`config.mk`:
```
export PLATFORM = sky130hd
export DESIGN_NAME = sdir_cell
export DESIGN_NICKNAME = d
export VERILOG_FILES = /design/src/hdl/sdir_pkg.sv /design/src/hdl/sdir_cell.sv
export SDC_FILE = /design/constraint.sdc
export NUM_CORES = 1
export LEC_CHECK = 0
export ABC_CLOCK_PERIOD_IN_PS = 2020
export BUFFER_PORTS_ARGS = -buffer_cell sky130_fd_sc_hd__buf_2
export CELL_PAD_IN_SITES_DETAIL_PLACEMENT = 1
export CELL_PAD_IN_SITES_GLOBAL_PLACEMENT = 1
export CORE_MARGIN = 4
export CORE_UTILIZATION = 26
export CTS_BUF_LIST = sky130_fd_sc_hd__clkbuf_8
export CTS_CLUSTER_DIAMETER = 150
export DETAILED_ROUTE_END_ITERATION = 8
export PLACE_DENSITY_LB_ADDON = 0.25
export SETUP_SLACK_MARGIN = 0.05
export SLEW_MARGIN = 40
export SYNTH_ARGS = -nofsm -noshare
export SYNTH_HDL_FRONTEND = slang
export SYNTH_SLANG_ARGS = --single-unit
export TNS_END_PERCENT = 100
```
`constraint.sdc`:
```
create_clock -name clk_i -period 2.02 [get_ports clk_i]
set_input_delay 0.404 -clock clk_i [delete_from_list [all_inputs] [get_ports clk_i]]
set_output_delay 0.404 -clock clk_i [all_outputs]
set_load 0.05 [all_outputs]
```
`src/hdl/sdir_pkg.sv`:
```
// shared types, codes and default sizes of the slot directory
`default_nettype none

package sdir_pkg;

  localparam int unsigned DefMaxSlots = 256;
  localparam int unsigned DefPageBytes = 4096;

  localparam int unsigned KindW = 2;
  localparam int unsigned PosW = 9;
  localparam int unsigned OfsW = 12;
  localparam int unsigned CntW = 9;
  localparam int unsigned DirW = 13;
  localparam int unsigned StatusW = 2;

  typedef enum logic [KindW-1:0] {
    KIND_READ   = 2'd0,
    KIND_INSERT = 2'd1,
    KIND_REMOVE = 2'd2
  } sdir_kind_e;

  typedef enum logic [StatusW-1:0] {
    ST_OK    = 2'd0,
    ST_RANGE = 2'd1,
    ST_FULL  = 2'd2
  } sdir_status_e;

  typedef struct packed {
    logic [KindW-1:0] kind;
    logic [PosW-1:0]  position;
    logic [OfsW-1:0]  rec_ofs;
  } sdir_req_t;

  typedef struct packed {
    logic [OfsW-1:0]    slot_offset;
    logic [CntW-1:0]    slot_count;
    logic [DirW-1:0]    directory_start;
    logic [StatusW-1:0] status;
  } sdir_rsp_t;

  // control broadcast from the top level to every cell
  typedef struct packed {
    logic            ins;
    logic            rem;
    logic [PosW-1:0] pos;
    logic [OfsW-1:0] rec;
  } sdir_cell_ctrl_t;

endpackage

`default_nettype wire

```
`src/hdl/sdir_cell.sv`:
```
// one slot of the directory, shifting with its neighbours on insert and remove
`default_nettype none

module sdir_cell #(
  parameter int unsigned Idx = 0
) (
  input  wire                          clk_i,
  input  sdir_pkg::sdir_cell_ctrl_t    ctrl_i,
  input  wire  [sdir_pkg::OfsW-1:0]    left_i,
  input  wire  [sdir_pkg::OfsW-1:0]    right_i,
  output logic [sdir_pkg::OfsW-1:0]    value_o
);
  import sdir_pkg::*;

  logic [OfsW-1:0] value_q, value_d;
  logic            at_pos, after_pos;

  assign at_pos    = (32'(ctrl_i.pos) == Idx);
  assign after_pos = (32'(ctrl_i.pos) < Idx);

  always_comb begin
    value_d = value_q;
    if (ctrl_i.ins && at_pos) begin
      value_d = ctrl_i.rec;
    end else if (ctrl_i.ins && after_pos) begin
      value_d = left_i;
    end else if (ctrl_i.rem && (at_pos || after_pos)) begin
      value_d = right_i;
    end
  end

  always_ff @(posedge clk_i) begin
    value_q <= value_d;
  end

  assign value_o = value_q;

endmodule

`default_nettype wire

```
==> results.md <==
- Status: completed
- Worst slack, placed: between 0.2 and 0.3 ns
- CP Data Arrival Time: about 1.5 ns
- Final Cycle Share: 73.4%
- Slew margin rel.: roughly four fifths
- Crit-path max FO: 6
- # rows: 17
- TritonCTS clock tree: yes
- First-pass GRT wire length: around 2200 µm
- Max IR drop VDD: 0.252 mV
- Lkg Pwr: 0.455 nW
- Setup Crit Path Kind: primary input to register
- Post-synthesis area per instance: around 19 µm²
- Avg Vias per Cell: between 4 and 5
- Antenna Diode Count: 0
- Yosys warnings: 0
- DRT Pass-1 Iters: 2
- I/O Pins: 60
- ANT nets after route: 0
- 1st-iter DRT viols: 1
- Vias in the first global route: between 400 and 500
- Synth top area cells: edfxtp_1 61%, mux2_4 25%, mux2_2 3.8%
- Placer Congestion: between 0.6 and 0.7
- PortBufs: 47
- CP max-delay cell: nor4_2
- Initial Utilization: 27.2%
- Die span in y: between 50 and 60 µm
- Largest register FFs: 12
- Routed wire length: ~1400 µm
- Final setup violating endpoints: 0
- Yosys cell types: 10
- End of the worst hold path: value_o[6]
- # resized after CTS: 0
- Post-synth ARST share: 0%
- Layout net count: about 130
- Max clock buf depth: 2
- Hold depth: 2
- Final worst slack: 0.538 ns
- RSZ-0062 raised after global routing: no
- Least-Margin Pin Slew: around 0.28 ns
- Die W: ~56 µm
- Die ar.: 3120 µm²
- Crit-path cells: buf_2, nor4_2, nand4_2, buf_4, mux2_4
- Core Area: about 2200 µm²
- Via count: between 400 and 500
- Setup TNS: 0 ns
- Setup Buffers After CTS: 0
- Hold WC Path Type: primary input to register
- Sequential share of the synthesized area: 60.5%
- Share of the synthesized area in the top cell type: 60.5%
- WL per Instance: 12.2 µm
- Post-CTS Hold Fix Bufs: 0
- PwrDens: around 600 nW/µm²
- Post-synth EDFFs: 12
- Syn_nets: 80
- Dominant cell type by area after synthesis: edfxtp_1
- Most frequent cell after synthesis: edfxtp_1
- Tmin final: approximately 1.5 ns
- Max Cap Viol: 0
- H-tree depth: 1
- Synth cell count leaders: 12 x edfxtp_1, 10 x mux2_4, 2 x mux2_2, 2 x nor2_1
- Main flop type after synthesis: edfxtp_1
- DP HPWL: approximately 1200 µm
- CP Capture Type: register
- DRC: 0
- CP peak stage delay: approximately 0.32 ns
- TritonCTS Buffers: 3
- Mapped Area: 596 µm²
- Fmax: around 670 MHz
- Flops & latches, synth: 12
- Worst Hold Launch: right_i[6]
- Root Buffer: clkbuf_8
- Max Transition Viols Final: 0
- Share of layout cells above drive strength 1: between 70% and 80%
- Clk slew on worst S/H paths: ~0.05 ns
- Final hold violations: 0
- Aggregate global routing overflow: 0
- Synth-to-Final Area Change: 53.6%
- Mapped Cells: 32
- CP startpoint kind: primary input
- Clk sinks: 12
- Initial antenna violation count: 0
- Largest net degree at the start of global routing: 13
- Critical path data required time: ~2.0 ns
- Total GRT Usage: a little under a tenth
-- critical path: cells and delay by family --
family / cells / cell delay [ns]
AND/OR/NAND/NOR: 2 / 0.46
multiplexers: 1 / 0.30
buffers and inverters: 2 / 0.29
-- per-stage QoR --
step                      util [%]  hold slack [ns]  power, mW  std cells  area, µm²
final                         41.7            0.465      0.548        112        915
after global routing          41.7            0.466      0.571        112        915
after CTS                     41.7            0.462      0.556        112        915
after detailed placement      39.7            0.709      0.339        108        870
after global placement        39.7            0.707      0.336        108        870
after floorplan                  -            0.621      0.301         32        596
-- report_power, final --
group	internal [mW]	leakage, nW	switching [mW]	total [mW]
registers	0.275	0.108	0.0000643	0.275
clock network	0.134	0.0231	0.0819	0.215
logic	0.0402	0.324	0.0178	0.0580
-- cells in the final DEF (no fill, tap or decap) --
master    netlist  layout
and3_2          1       1
nor4_2          1       1
mux2_2          2       2
buf_2           0      47
mux2_4         10      10
nand4_2         1       1
nor2_1          2       2
edfxtp_1       12      12
nor3_1          1       1
clkinv_1        0       1
clkbuf_8        0       3
nor4_1          1       1
buf_4           0       2
-- cell type report --
cell class,instances,area (µm²)
flip-flops and latches,12,360
multi-input cells,19,224
repair buffers,49,250
clock inverters,1,3.75
fillers,256,1280
clock buffers,3,41.3
well taps,28,35.0
-- cells by family (layout without fill, tap and decap cells) --
family,Yosys count,in the layout,synth area share (%)
AND/OR/NAND/NOR,7,7,8.61
flip-flops,12,12,60.5
buffers and inverters,1,53,1.89
multiplexers,12,12,29.0
-- metal layers --
layer  GRT usage, %  share of wire (%)
met2           16.2                 56
met3           2.09                7.9
met4           7.12                2.0
met5              0                  0
met1           10.1                 34
-- worst max-delay path by stage --
stage	startpoint	endpoint	slack (ns)	depth (start not counted)
after floorplan	ctrl_i[13]	value_o[10]	0.43	4
after global placement	ctrl_i[13]	value_o[7]	0.27	5
after detailed placement	ctrl_i[13]	value_o[5]	0.26	5
after CTS	ctrl_i[13]	value_o[5]	0.51	5
after global routing	ctrl_i[13]	value_o[5]	0.46	5
final	ctrl_i[13]	value_o[5]	0.54	5
Power figures use the tool's default switching activity.
